$ cat config.mk
export PLATFORM = sky130hd
export DESIGN_NAME = cascaded_pi_position_current
export DESIGN_NICKNAME = d
export VERILOG_FILES = /design/src/cpc_pkg.sv /design/src/cascaded_pi_position_current.sv /design/src/cpc_dp.sv /design/src/cpc_ctrl.sv
export SDC_FILE = /design/constraint.sdc
export NUM_CORES = 2
export LEC_CHECK = 0
export ABC_AREA = 1
export BUFFER_PORTS_ARGS = -buffer_cell sky130_fd_sc_hd__buf_2
export CORE_MARGIN = 2
export CORE_UTILIZATION = 45
export CTS_BUF_LIST = sky130_fd_sc_hd__clkbuf_8
export CTS_CLUSTER_DIAMETER = 150
export CTS_CLUSTER_SIZE = 25
export DETAILED_ROUTE_END_ITERATION = 16
export SLEW_MARGIN = 10
export SYNTH_ARGS = -nofsm -noshare
export SYNTH_HDL_FRONTEND = slang
export SYNTH_SLANG_ARGS = --single-unit
$ cat constraint.sdc
create_clock -name clk -period 26.5 [get_ports clk]
set_input_delay 0 -clock clk [delete_from_list [all_inputs] [get_ports clk]]
set_output_delay 0 -clock clk [all_outputs]
set_load 0.02 [all_outputs]
$ cat src/cpc_pkg.sv
// Shared constants, step codes and control types for the cascaded PI controller.
package cpc_pkg;

  // Default converter widths
  localparam int ADC_BITS_DEF = 12;
  localparam int DAC_BITS_DEF = 12;

  // Configuration register indexes
  localparam int CFG_IDX_W = 3;
  localparam logic [CFG_IDX_W-1:0] REG_POSITION_TARGET = 3'd0;
  localparam logic [CFG_IDX_W-1:0] REG_POSITION_GAIN   = 3'd1;
  localparam logic [CFG_IDX_W-1:0] REG_OUTER_KP        = 3'd2;
  localparam logic [CFG_IDX_W-1:0] REG_OUTER_KI        = 3'd3;
  localparam logic [CFG_IDX_W-1:0] REG_INNER_KP        = 3'd4;
  localparam logic [CFG_IDX_W-1:0] REG_INNER_KI        = 3'd5;

  // Q16.16 constants
  localparam int VOLT_MAX_Q   = 216269;  // 3.3 V
  localparam int VOLT_MAX_W   = 18;
  localparam int MID_OFFSET_Q = 43254;   // 1.65 V / 2.5
  localparam int GAIN_ONE_Q   = 65536;

  // Sequencer steps; the controller state is the step it commands
  localparam int STEP_W = 5;
  typedef logic [STEP_W-1:0] step_t;
  localparam step_t S_IDLE   = 5'd0;
  localparam step_t S_C_MUL  = 5'd1;   // adc * 132
  localparam step_t S_C_X    = 5'd2;   // (num + 50) / 4
  localparam step_t S_A_MUL  = 5'd3;   // reciprocal multiply, divide by 25
  localparam step_t S_A_CHK  = 5'd4;   // q0 * 25
  localparam step_t S_A_FIX  = 5'd5;   // quotient correction
  localparam step_t S_AMPS   = 5'd6;   // subtract mid offset
  localparam step_t S_P_MUL  = 5'd7;   // volts * gain
  localparam step_t S_P_POS  = 5'd8;   // round and saturate position
  localparam step_t S_ERR    = 5'd9;
  localparam step_t S_ABS    = 5'd10;
  localparam step_t S_DV_MUL = 5'd11;
  localparam step_t S_DV_CHK = 5'd12;
  localparam step_t S_DV_FIX = 5'd13;
  localparam step_t S_INT    = 5'd14;
  localparam step_t S_KP     = 5'd15;
  localparam step_t S_KI     = 5'd16;
  localparam step_t S_SUM    = 5'd17;
  localparam step_t S_CLAMP  = 5'd18;
  localparam step_t S_V1     = 5'd19;
  localparam step_t S_V2     = 5'd20;
  localparam step_t S_V3     = 5'd21;
  localparam step_t S_V4     = 5'd22;
  localparam step_t S_PUB    = 5'd23;

  // Tick kinds
  localparam logic OP_CURRENT  = 1'b0;
  localparam logic OP_POSITION = 1'b1;

  typedef struct packed {
    logic  go;     // perform the step this cycle
    step_t step;
  } cmd_t;

  typedef struct packed {
    logic op;      // kind of the tick in flight
  } status_t;

endpackage

$ cat src/cascaded_pi_position_current.sv
// Top level: cascaded PI position/current controller, controller plus datapath.
// Each beat is worked through its step sequence on the single shared 32x32
// multiplier, used at most once per step; the next beat can be taken in the cycle
// after the result is published.
// Reset (rst_n low, synchronous) clears the loop integrals, the current setpoint,
// the config registers to their defaults and both handshakes.
module cascaded_pi_position_current #(
  parameter int ADC_BITS = cpc_pkg::ADC_BITS_DEF,
  parameter int DAC_BITS = cpc_pkg::DAC_BITS_DEF
) (
  input  logic                          clk,
  input  logic                          rst_n,
  // configuration writes
  input  logic                          cfg_we,
  input  logic [cpc_pkg::CFG_IDX_W-1:0] cfg_index,
  input  logic [31:0]                   cfg_data,
  // input beats
  input  logic                          in_valid,
  output logic                          in_stall,
  input  logic                          in_op,
  input  logic [ADC_BITS-1:0]           in_current_adc,
  input  logic signed [31:0]            in_position_volts,
  // result beats
  output logic                          out_valid,
  input  logic                          out_stall,
  output logic                          out_tick_kind,
  output logic signed [31:0]            out_pi_value,
  output logic [DAC_BITS-1:0]           out_dac_code,
  output logic                          out_clamped
);
  import cpc_pkg::*;

  cmd_t    cmd;
  status_t status;

  // Sequencer: one step per cycle unless publish stalls; beats enter only in
  // idle; the result register holds a finished result while the next is taken.
  cpc_ctrl u_ctrl (
    .clk       (clk),
    .rst_n     (rst_n),
    .in_valid  (in_valid),
    .in_op     (in_op),
    .in_stall  (in_stall),
    .out_valid (out_valid),
    .out_stall (out_stall),
    .cmd       (cmd),
    .status    (status)
  );

  // Datapath: constant divisions (by 200, 1000, 100 and 3.3 V) are done as
  // reciprocal multiplies with a single compare-and-increment correction.
  cpc_dp #(
    .ADC_BITS (ADC_BITS),
    .DAC_BITS (DAC_BITS)
  ) u_dp (
    .clk               (clk),
    .rst_n             (rst_n),
    .cfg_we            (cfg_we),
    .cfg_index         (cfg_index),
    .cfg_data          (cfg_data),
    .cmd               (cmd),
    .status            (status),
    .in_op             (in_op),
    .in_current_adc    (in_current_adc),
    .in_position_volts (in_position_volts),
    .out_tick_kind     (out_tick_kind),
    .out_pi_value      (out_pi_value),
    .out_dac_code      (out_dac_code),
    .out_clamped       (out_clamped)
  );

endmodule

$ cat src/cpc_dp.sv
// Datapath: config registers, loop state, shared 32x32 multiplier and result register.
module cpc_dp #(
  parameter int ADC_BITS = cpc_pkg::ADC_BITS_DEF,
  parameter int DAC_BITS = cpc_pkg::DAC_BITS_DEF
) (
  input  logic                           clk,
  input  logic                           rst_n,
  input  logic                           cfg_we,
  input  logic [cpc_pkg::CFG_IDX_W-1:0]  cfg_index,
  input  logic [31:0]                    cfg_data,
  input  cpc_pkg::cmd_t                  cmd,
  output cpc_pkg::status_t               status,
  input  logic                           in_op,
  input  logic [ADC_BITS-1:0]            in_current_adc,
  input  logic signed [31:0]             in_position_volts,
  output logic                           out_tick_kind,
  output logic signed [31:0]             out_pi_value,
  output logic [DAC_BITS-1:0]            out_dac_code,
  output logic                           out_clamped
);
  import cpc_pkg::*;

  localparam int    ADC_SHIFT = 16 - ADC_BITS;
  localparam longint MAXCODE  = (longint'(1) << DAC_BITS) - 1;
  localparam longint CODE_RCP = (MAXCODE << 32) / VOLT_MAX_Q;
  localparam longint RCP25    = (longint'(1) << 32) / 25;
  localparam longint RCP125   = (longint'(1) << 32) / 125;

  function automatic logic signed [31:0] sat32(input logic signed [48:0] v);
    logic signed [31:0] r;
    if (v > 49'sd2147483647) r = 32'sh7fffffff;
    else if (v < -49'sd2147483648) r = 32'sh80000000;
    else r = v[31:0];
    return r;
  endfunction

  // Q16.16 product rounding: floor((p + 2^15) / 2^16)
  function automatic logic signed [47:0] qround(input logic signed [63:0] p);
    logic signed [63:0] s;
    s = p + 64'sd32768;
    return s[63:16];
  endfunction

  // config
  logic signed [31:0] pos_target_r, pos_gain_r, outer_kp_r, outer_ki_r, inner_kp_r, inner_ki_r;
  // loop state
  logic signed [31:0] inner_int_r, outer_int_r, cur_target_r;
  // working registers
  logic                  op_r;
  logic [ADC_BITS-1:0]   adc_r;
  logic signed [31:0]    volts_r;
  logic signed [63:0]    prod_r;
  logic signed [31:0]    t_r, err_r, pi_r;
  logic [31:0]           q_r;
  logic signed [47:0]    term_r;
  logic [VOLT_MAX_W-1:0] volt_r;
  logic                  clip_r;
  logic [35:0]           tv_r;

  logic signed [31:0] mul_a, mul_b;
  logic signed [63:0] mul_p;
  logic signed [31:0] kp_sel, ki_sel, int_sel;
  logic [31:0]        div_d;
  logic [31:0]        num, rem;
  logic [32:0]        mag, m_sum;
  logic signed [32:0] inc;
  logic [35:0]        vrem;

  assign status.op = op_r;
  assign kp_sel  = op_r ? outer_kp_r : inner_kp_r;
  assign ki_sel  = op_r ? outer_ki_r : inner_ki_r;
  assign int_sel = op_r ? outer_int_r : inner_int_r;

  // Divisor after the /8 (integral) or /4 (current conversion) pre-shift
  assign div_d = (cmd.step == S_A_CHK || cmd.step == S_A_FIX || op_r) ? 32'd25 : 32'd125;

  assign num   = prod_r[31:0] << ADC_SHIFT;
  assign rem   = t_r[31:0] - prod_r[31:0];
  assign mag   = err_r[31] ? (33'd0 - {err_r[31], err_r}) : {1'b0, err_r};
  assign m_sum = mag + (op_r ? 33'd100 : 33'd500);
  assign inc   = err_r[31] ? -$signed({1'b0, q_r}) : $signed({1'b0, q_r});
  assign vrem  = prod_r[35:0] - tv_r;

  always_comb begin
    mul_a = '0;
    mul_b = '0;
    unique case (cmd.step)
      S_C_MUL: begin
        mul_a = $signed(32'(adc_r));
        mul_b = 32'sd132;
      end
      S_P_MUL: begin
        mul_a = volts_r;
        mul_b = pos_gain_r;
      end
      S_A_MUL: begin
        mul_a = t_r;
        mul_b = 32'(RCP25);
      end
      S_DV_MUL: begin
        mul_a = t_r;
        mul_b = op_r ? 32'(RCP25) : 32'(RCP125);
      end
      S_A_CHK, S_DV_CHK: begin
        mul_a = prod_r[63:32];
        mul_b = $signed(div_d);
      end
      S_KP: begin
        mul_a = kp_sel;
        mul_b = err_r;
      end
      S_KI: begin
        mul_a = ki_sel;
        mul_b = int_sel;
      end
      S_V1: begin
        mul_a = $signed(32'(volt_r));
        mul_b = 32'(CODE_RCP);
      end
      S_V2: begin
        mul_a = prod_r[63:32];
        mul_b = 32'(VOLT_MAX_Q);
      end
      S_V3: begin
        mul_a = $signed(32'(volt_r));
        mul_b = 32'(MAXCODE);
      end
      default: begin
        mul_a = '0;
        mul_b = '0;
      end
    endcase
  end

  assign mul_p = mul_a * mul_b;

  // Configuration and loop state
  always_ff @(posedge clk) begin
    if (!rst_n) begin
      pos_target_r <= '0;
      pos_gain_r   <= 32'(GAIN_ONE_Q);
      outer_kp_r   <= '0;
      outer_ki_r   <= '0;
      inner_kp_r   <= '0;
      inner_ki_r   <= '0;
      inner_int_r  <= '0;
      outer_int_r  <= '0;
      cur_target_r <= '0;
    end else begin
      if (cfg_we) begin
        unique case (cfg_index)
          REG_POSITION_TARGET: pos_target_r <= cfg_data;
          REG_POSITION_GAIN:   pos_gain_r   <= cfg_data;
          REG_OUTER_KP:        outer_kp_r   <= cfg_data;
          REG_OUTER_KI:        outer_ki_r   <= cfg_data;
          REG_INNER_KP:        inner_kp_r   <= cfg_data;
          REG_INNER_KI:        inner_ki_r   <= cfg_data;
          default: ;
        endcase
      end
      if (cmd.step == S_INT) begin
        if (op_r) outer_int_r <= sat32(49'(outer_int_r) + 49'(inc));
        else      inner_int_r <= sat32(49'(inner_int_r) + 49'(inc));
      end
      if (cmd.step == S_SUM && op_r)
        cur_target_r <= sat32(49'(term_r) + 49'(qround(prod_r)));
    end
  end

  // Working registers and result register
  always_ff @(posedge clk) begin
    prod_r <= mul_p;
    case (cmd.step)
      S_IDLE: begin
        if (cmd.go) begin
          op_r    <= in_op;
          adc_r   <= in_current_adc;
          volts_r <= in_position_volts;
        end
      end
      S_C_X:    t_r <= 32'((num + 32'd50) >> 2);
      S_P_POS:  t_r <= sat32(49'(qround(prod_r)));
      S_A_CHK, S_DV_CHK, S_V2: q_r <= prod_r[63:32];
      S_A_FIX, S_DV_FIX: q_r <= q_r + 32'(rem >= div_d);
      S_AMPS:   t_r <= $signed(q_r) - 32'sd43254;
      S_ERR:    err_r <= sat32(49'(op_r ? pos_target_r : cur_target_r) - 49'(t_r));
      S_ABS:    t_r <= 32'(m_sum >> 3);
      S_KI:     term_r <= qround(prod_r);
      S_SUM:    pi_r <= sat32(49'(term_r) + 49'(qround(prod_r)));
      S_CLAMP: begin
        if (pi_r[31]) begin
          volt_r <= '0;
          clip_r <= 1'b1;
        end else if (pi_r > 32'sd216269) begin
          volt_r <= VOLT_MAX_W'(VOLT_MAX_Q);
          clip_r <= 1'b1;
        end else begin
          volt_r <= pi_r[VOLT_MAX_W-1:0];
          clip_r <= 1'b0;
        end
      end
      S_V3:     tv_r <= prod_r[35:0];
      S_V4:     q_r <= q_r + 32'(vrem >= 36'(VOLT_MAX_Q));
      S_PUB: begin
        if (cmd.go) begin
          out_tick_kind <= op_r;
          out_pi_value  <= pi_r;
          out_dac_code  <= op_r ? '0 : q_r[DAC_BITS-1:0];
          out_clamped   <= op_r ? 1'b0 : clip_r;
        end
      end
      default: ;
    endcase
  end

endmodule

$ cat src/cpc_ctrl.sv
// Controller: step sequencer and input/result beat handshakes.
module cpc_ctrl (
  input  logic             clk,
  input  logic             rst_n,
  input  logic             in_valid,
  input  logic             in_op,
  output logic             in_stall,
  output logic             out_valid,
  input  logic             out_stall,
  output cpc_pkg::cmd_t    cmd,
  input  cpc_pkg::status_t status
);
  import cpc_pkg::*;

  step_t state_r, state_nxt;
  logic  out_valid_r, out_valid_nxt;
  logic  accept, publish;

  assign in_stall  = (state_r != S_IDLE);
  assign out_valid = out_valid_r;
  assign accept    = in_valid && (state_r == S_IDLE);
  // result slot free, or being drained this cycle
  assign publish   = (state_r == S_PUB) && !(out_valid_r && out_stall);

  assign cmd.step = state_r;
  assign cmd.go   = (state_r == S_IDLE) ? accept : (state_r == S_PUB) ? publish : 1'b1;

  always_comb begin
    state_nxt = state_r;
    unique case (state_r)
      S_IDLE:   if (accept) state_nxt = in_op ? S_P_MUL : S_C_MUL;
      S_C_MUL:  state_nxt = S_C_X;
      S_C_X:    state_nxt = S_A_MUL;
      S_A_MUL:  state_nxt = S_A_CHK;
      S_A_CHK:  state_nxt = S_A_FIX;
      S_A_FIX:  state_nxt = S_AMPS;
      S_AMPS:   state_nxt = S_ERR;
      S_P_MUL:  state_nxt = S_P_POS;
      S_P_POS:  state_nxt = S_ERR;
      S_ERR:    state_nxt = S_ABS;
      S_ABS:    state_nxt = S_DV_MUL;
      S_DV_MUL: state_nxt = S_DV_CHK;
      S_DV_CHK: state_nxt = S_DV_FIX;
      S_DV_FIX: state_nxt = S_INT;
      S_INT:    state_nxt = S_KP;
      S_KP:     state_nxt = S_KI;
      S_KI:     state_nxt = S_SUM;
      S_SUM:    state_nxt = (status.op == OP_POSITION) ? S_PUB : S_CLAMP;
      S_CLAMP:  state_nxt = S_V1;
      S_V1:     state_nxt = S_V2;
      S_V2:     state_nxt = S_V3;
      S_V3:     state_nxt = S_V4;
      S_V4:     state_nxt = S_PUB;
      S_PUB:    if (publish) state_nxt = S_IDLE;
      default:  state_nxt = S_IDLE;
    endcase
  end

  always_comb begin
    out_valid_nxt = out_valid_r;
    if (out_valid_r && !out_stall) out_valid_nxt = 1'b0;
    if (publish) out_valid_nxt = 1'b1;
  end

  always_ff @(posedge clk) begin
    if (!rst_n) begin
      state_r     <= S_IDLE;
      out_valid_r <= 1'b0;
    end else begin
      state_r     <= state_nxt;
      out_valid_r <= out_valid_nxt;
    end
  end

endmodule

# Word level (Yosys, flattened, before mapping)
# Cells that the tools add are included.
dict set report op_classes {
  add_sub_neg 14
  mul 1
  magnitude_cmp 13
  eq_ne 30
  muxes 33
  n_bitwise 1
  reduce_logical 33
}
# cell count
set ops {}
lappend ops {{$mux 32} 12}
lappend ops {{$pmux 32 s10} 1}
lappend ops {{$pmux 32 s7} 1}
lappend ops {{$gt 49x32->1 const B} 4}
lappend ops {{$lt 49x32->1 const B} 4}
lappend ops {{$pmux 32 s4} 1}
lappend ops {{$pmux 5 s23} 1}
lappend ops {{$pmux 32 s3} 1}
lappend ops {{$add 32x33->34} 2}
lappend ops {{$mux 33} 2}
lappend ops {{$add 32x1->32} 2}
lappend ops {{$add 64x17->64 const B} 1}
lappend ops {{$mul 32x32->64} 1}
lappend ops {{$add 48x48->49} 1}
lappend ops {{$mux 49} 1}
lappend ops {{$sub 49x32->49} 1}
lappend ops {{$gt 48x32->1 const B} 1}
lappend ops {{$lt 48x32->1 const B} 1}
lappend ops {{$eq 5x4->1 const B} 8}
lappend ops {{$eq 5x5->1 const B} 8}
lappend ops {{$ge 36x18->1 const B} 1}
lappend ops {{$sub 36x36->36} 1}
lappend ops {{$add 33x33->33} 1}
lappend ops {{$neg 32->33} 1}
lappend ops {{33 further kinds} 67}
dict set report totals {
  reg_bits 680
  inputBits 85
  output_inout_bits 48
  wordCells 153
}

# Longest topological paths before layout
dict set report logic_depth {
  depth_word 7
  mapped_depth 46
  ltp_nobuf 45
}

# Hierarchy
# Synthesis repeated with hierarchy kept, for this count alone.
dict set report unflattened {
  hier_cells 10536
  hier_area_um2 80997.7
}
# mod n_inst cells_each area_each_um2 seq_area_each_um2
set by_module_without_submodules {}
lappend by_module_without_submodules {cpc_dp 1 10434 80425.9 16716.0}
lappend by_module_without_submodules {cpc_ctrl 1 102 571.8 120.1}

# Least setup slack after synthesis
# Ideal clock, no wire load.
dict set report synth_timing {
  kind {reg-to-reg}
  from {reg u_ctrl.state_r[2]}
  to {reg u_dp.prod_r[62]}
  setup_ps 127
  arrival_ps 9479
  setup_slack_ps 16895
  path_stages_with_launch 33
  path_buffers 1
  synth_period_minus_slack_ps 9605
  path_cell_list {dfxtp_1 -> inv_2 -> nor2_2 -> nand2_1 -> nor2_1 -> inv_1 -> nor2_2 -> nor2_1 -> inv_1 -> nor4_2 -> clkinv_1 -> clkbuf_1 -> nand2_1 -> fa_1 -> inv_1 -> fa_1 -> fa_1 -> fa_1 -> inv_1 -> fa_1 -> inv_1 -> fa_1 -> inv_1 -> fa_1 -> fa_1 -> inv_1 -> ha_1 -> a21oi_1 -> o21a_1 -> nor4_1 -> a2111oi_0 -> o21ai_0 -> xor2_1}
}
dict set report synth_via {
  elab_chain_len 6
}
# element line
set synth_lines {}
lappend synth_lines {{start, declared} cpc_ctrl.sv:15} ;# step_t state_r, state_nxt;
lappend synth_lines {{start signal, assigned} cpc_ctrl.sv:70} ;# state_r <= state_nxt;
lappend synth_lines {{$eq 5x3->1 (on tied branches)} {cpc_dp.sv:75, cpc_dp.sv:87}}
lappend synth_lines {{$logic_or 1x1->1 (2 in series)} cpc_dp.sv:75} ;# assign div_d = (cmd.step == S_A_CHK || cmd.step == S_A_FIX || op_r) ? 32'd25 : 32'd125;
lappend synth_lines {{$mux 7} cpc_dp.sv:75}
lappend synth_lines {{$pmux 32 s10} cpc_dp.sv:87} ;# unique case (cmd.step)
lappend synth_lines {{$mul 32x32->64 (*)} cpc_dp.sv:135} ;# assign mul_p = mul_a * mul_b;
lappend synth_lines {{net u_dp.mul_p[62]} cpc_dp.sv:61} ;# logic signed [63:0] mul_p;
lappend synth_lines {{end signal, assigned} cpc_dp.sv:172} ;# prod_r <= mul_p;
lappend synth_lines {{end, declared} cpc_dp.sv:52} ;# logic signed [63:0] prod_r;
# The timed path passes the listed nets; every way through them passes the cells marked *.
# A chain may end at the register's enable or synchronous reset.

# Worst setup path after layout
dict set report layout_timing {
  from {reg u_ctrl.state_r[4]}
  to {reg u_dp.prod_r[61]}
}
# Same word-level chain as after synthesis.

==> impl_metrics.toml <==
[clock_network]
cts_made_buffers = 31
clk_path_buf_depth = 3
clkSinkCount = 680
root_buffer = "clkbuf_8"
cts_resized = 0
cts_tree = "yes"
cts.htree.levels = 1
path_clk_slew_ns = 0.17
clock_latency_ns = 0.91

[synthesis]
async_flop_share = 0
synth_fp_nets = 12550
synth_edf_count = 322
synth_area_mm2 = 0.08251
synth_cell_types = 71
ys_warn_count = 0
ys_seq_area_frac = 0.2040
syn_inst = 10970
synth-seq-cells = 680
ys.flop_type = "dfxtp_1"
avgSynthCellArea_um2 = 7.522

[sta]
tns_ns = 0
drv_slew = 0
maxSlewHeadroom = 0.03235
tightest_slew_ns = 1.436
rsz0062_at_grt = "no"
setup_viol = 0
hold_violations = 0
hold_slack_ns = 0.01829
max_freq_mhz = 84.86
min_period_ns = 11.78
fin_crit_sh = 0.4447
skew_ns = 0.1186

[layout]
fin_cells = 13480
mostFrequentLayoutCells = "2221 x inv_1, 2206 x nand2_1, 1530 x nor2_1"
seq_area_mm2 = 0.01684
multi_input_area_mm2 = 0.05608
largest_reg_flops = 64
final_nets = 12650
fillerInstances = 18460
final_util = 0.4826
mostFrequentLayoutCell = "inv_1"
largest-register = "u_dp.prod_r"
area_growth_pct = 6.850
drive_gt1_frac = 0.03895
top_regs = "u_dp.prod_r x64, u_dp.term_r x48, u_dp.tv_r x36"

[setup_path]
slowest_delay_ns = 0.79
start_kind = "flop"
path_delay_family = "adder cells"
critical_path_arrival_ns = 12.49
path_common_cell = "inv_1"
slowest_stage = "buf_4"
crit_buf_inv = 13
end_kind = "flop"
rrSetupSlack_ns = 14.72
crit_fanout = 62
cp.required_ns = 27.21
crit_type = "reg -> reg"

[grt]
grt_first_pass_wirelength_um = 503100
overflow = 0
antenna_found_initial = 23
groute.usage.overall = 0.3664
grt_pass1_vias = 75860
grt_max_degree = 169

[detailed_routing]
final_antenna_net_count = 0
vias = 75710
vias_per_cell = 5.615
drtIter0Drc = 8368
wl_um = 344900
drcViolationCount = 0
firstDrtPassIters = 6
wl_per_cell_um = 25.58

[power]
vdd_drop_max_mv = 0.06198
clkPwrFrac = 0.092
power.total_uw = 5274
internal_power_uw = 2291
combPwrFrac = 0.635
leakagePower_uw = 0.04416
pwr-share-seq = 0.273
switching_share = 0.5657
powerDensity_mw_per_mm2 = 59.82
switching_power_uw = 2983

[place]
place_congestion = 1.046
dp_hpwl_um = 279800
io_buffers = 132
dp_cells = 13270

[flow_run]
max_cap_violations = 0

[floorplan]
rows = 157
die_area_mm2 = 0.1868
start_util = 0.4517
die_h_um = 432.2
die_w_um = 432.2
core_area_mm2 = 0.1827
ios = 133

[outcome]
status = "complete, no violations"

[min_path]
worstHoldPathType = "in -> reg"
-- final cells by class --
class / instances / share of cell area
repair buffers: 433 / 0.03754
inverters: 2231 / 0.09500
clock inverters: 26 / 0.001533
well taps: 2385 / 0.03385
clock buffers: 31 / 0.004839
diodes: 7 / 0.0001987
flip-flops and latches: 680 / 0.1910
multi-input cells: 7690 / 0.6361
-- synthesized netlist by cell type (all sizes together), types with 7 or more instances --
library cell / n / area share
a2111oi: 15 / 0.0016
nand4: 120 / 0.0092
dfxtp: 358 / 0.087
or2: 7 / 0.00053
a31oi: 45 / 0.0034
xor2: 248 / 0.026
fa: 1088 / 0.26
edfxtp: 322 / 0.12
nor4: 42 / 0.0036
o31ai: 12 / 0.0011
and3: 11 / 0.00083
buf: 93 / 0.0059
a221oi: 26 / 0.0028
a21boi: 14 / 0.0013
o22ai: 18 / 0.0014
o21a: 25 / 0.0023
nand3b: 20 / 0.0018
nor2: 1561 / 0.072
clkbuf: 275 / 0.013
o21bai: 34 / 0.0031
xnor2: 100 / 0.011
a21oi: 573 / 0.035
clkinv: 17 / 0.00077
o211ai: 18 / 0.0016
inv: 2214 / 0.10
ha: 410 / 0.062
o221ai: 13 / 0.0014
nand3: 291 / 0.018
a21o: 32 / 0.0029
nand2: 2215 / 0.10
nor3: 109 / 0.0072
o21ai: 598 / 0.036
-- cells by family (layout without fill, tap and decap cells) --
kind of cell / Yosys count / after routing / synth area share
mux: 2 / 2 / 0.0002426
compound gates: 1455 / 1455 / 0.09767
simple gates: 4387 / 4387 / 0.2151
buf+inv: 2599 / 2721 / 0.1199
xor+xnor: 348 / 348 / 0.03694
fa+ha+maj: 1498 / 1498 / 0.3261
other cells: 0 / 7 / 0
flops: 680 / 680 / 0.2040
-- per-stage QoR --
stage / area [um^2] / setup slack (ns)
2_1_floorplan: 82510 / 16.89
3_3_place_gp: 86090 / 14.96
3_5_place_dp: 86090 / 14.91
4_1_cts: 88140 / 14.81
5_1_grt: 88150 / 14.15
6_report: 88160 / 14.72
-- path summary, 6_finish.rpt --
check,startpoint,end,depth (start not counted)
hold / removal,out_stall,u_dp.out_tick_kind$_DFFE_PP_,3
setup reg to reg,u_ctrl.state_r[4]$_SDFFE_PN0P_,u_dp.prod_r[61]$_DFF_P_,43
setup / recovery,u_ctrl.state_r[4]$_SDFFE_PN0P_,u_dp.prod_r[61]$_DFF_P_,43
hold reg to reg,u_dp.pos_gain_r[2]$_SDFFE_PN0P_,u_dp.pos_gain_r[2]$_SDFFE_PN0P_,2
-- power groups by stage --
stage / logic, uW / clock network [uW] / registers [uW]
4_1_cts: 3270 / 492 / 1420
3_5_place_dp: 3240 / 0 / 1450
6_report: 3350 / 487 / 1440
2_1_floorplan: 2020 / 0 / 1340
5_1_grt: 3610 / 520 / 1440
3_3_place_gp: 3220 / 0 / 1450
-- metal layers --
| metal | GRT usage | routed length (um) | part of all wire |
|---|---|---|---|
| met1 | 0.4647 | 133500 | 0.39 |
| met5 | 0 | 122 | 0.00035 |
| met4 | 0.2452 | 28290 | 0.082 |
| met3 | 0.05864 | 30150 | 0.087 |
| met2 | 0.5777 | 152800 | 0.44 |
-- worst reg2reg max path: cells and delay by family (launching register included) --
kind	cells	cell delay, ns
compound gates	9	1.80
flops	1	0.56
xor+xnor	1	0.16
buf+inv	13	2.83
simple gates	11	1.76
fa+ha+maj	9	4.50
-- repair_timing --
action | 4_1_cts | 5_1_grt
hold buffers | 149 | 0
buffers inserted | 0 | 0
hold endpoints to repair | 257 | 0
Power figures use the tool's default switching activity.
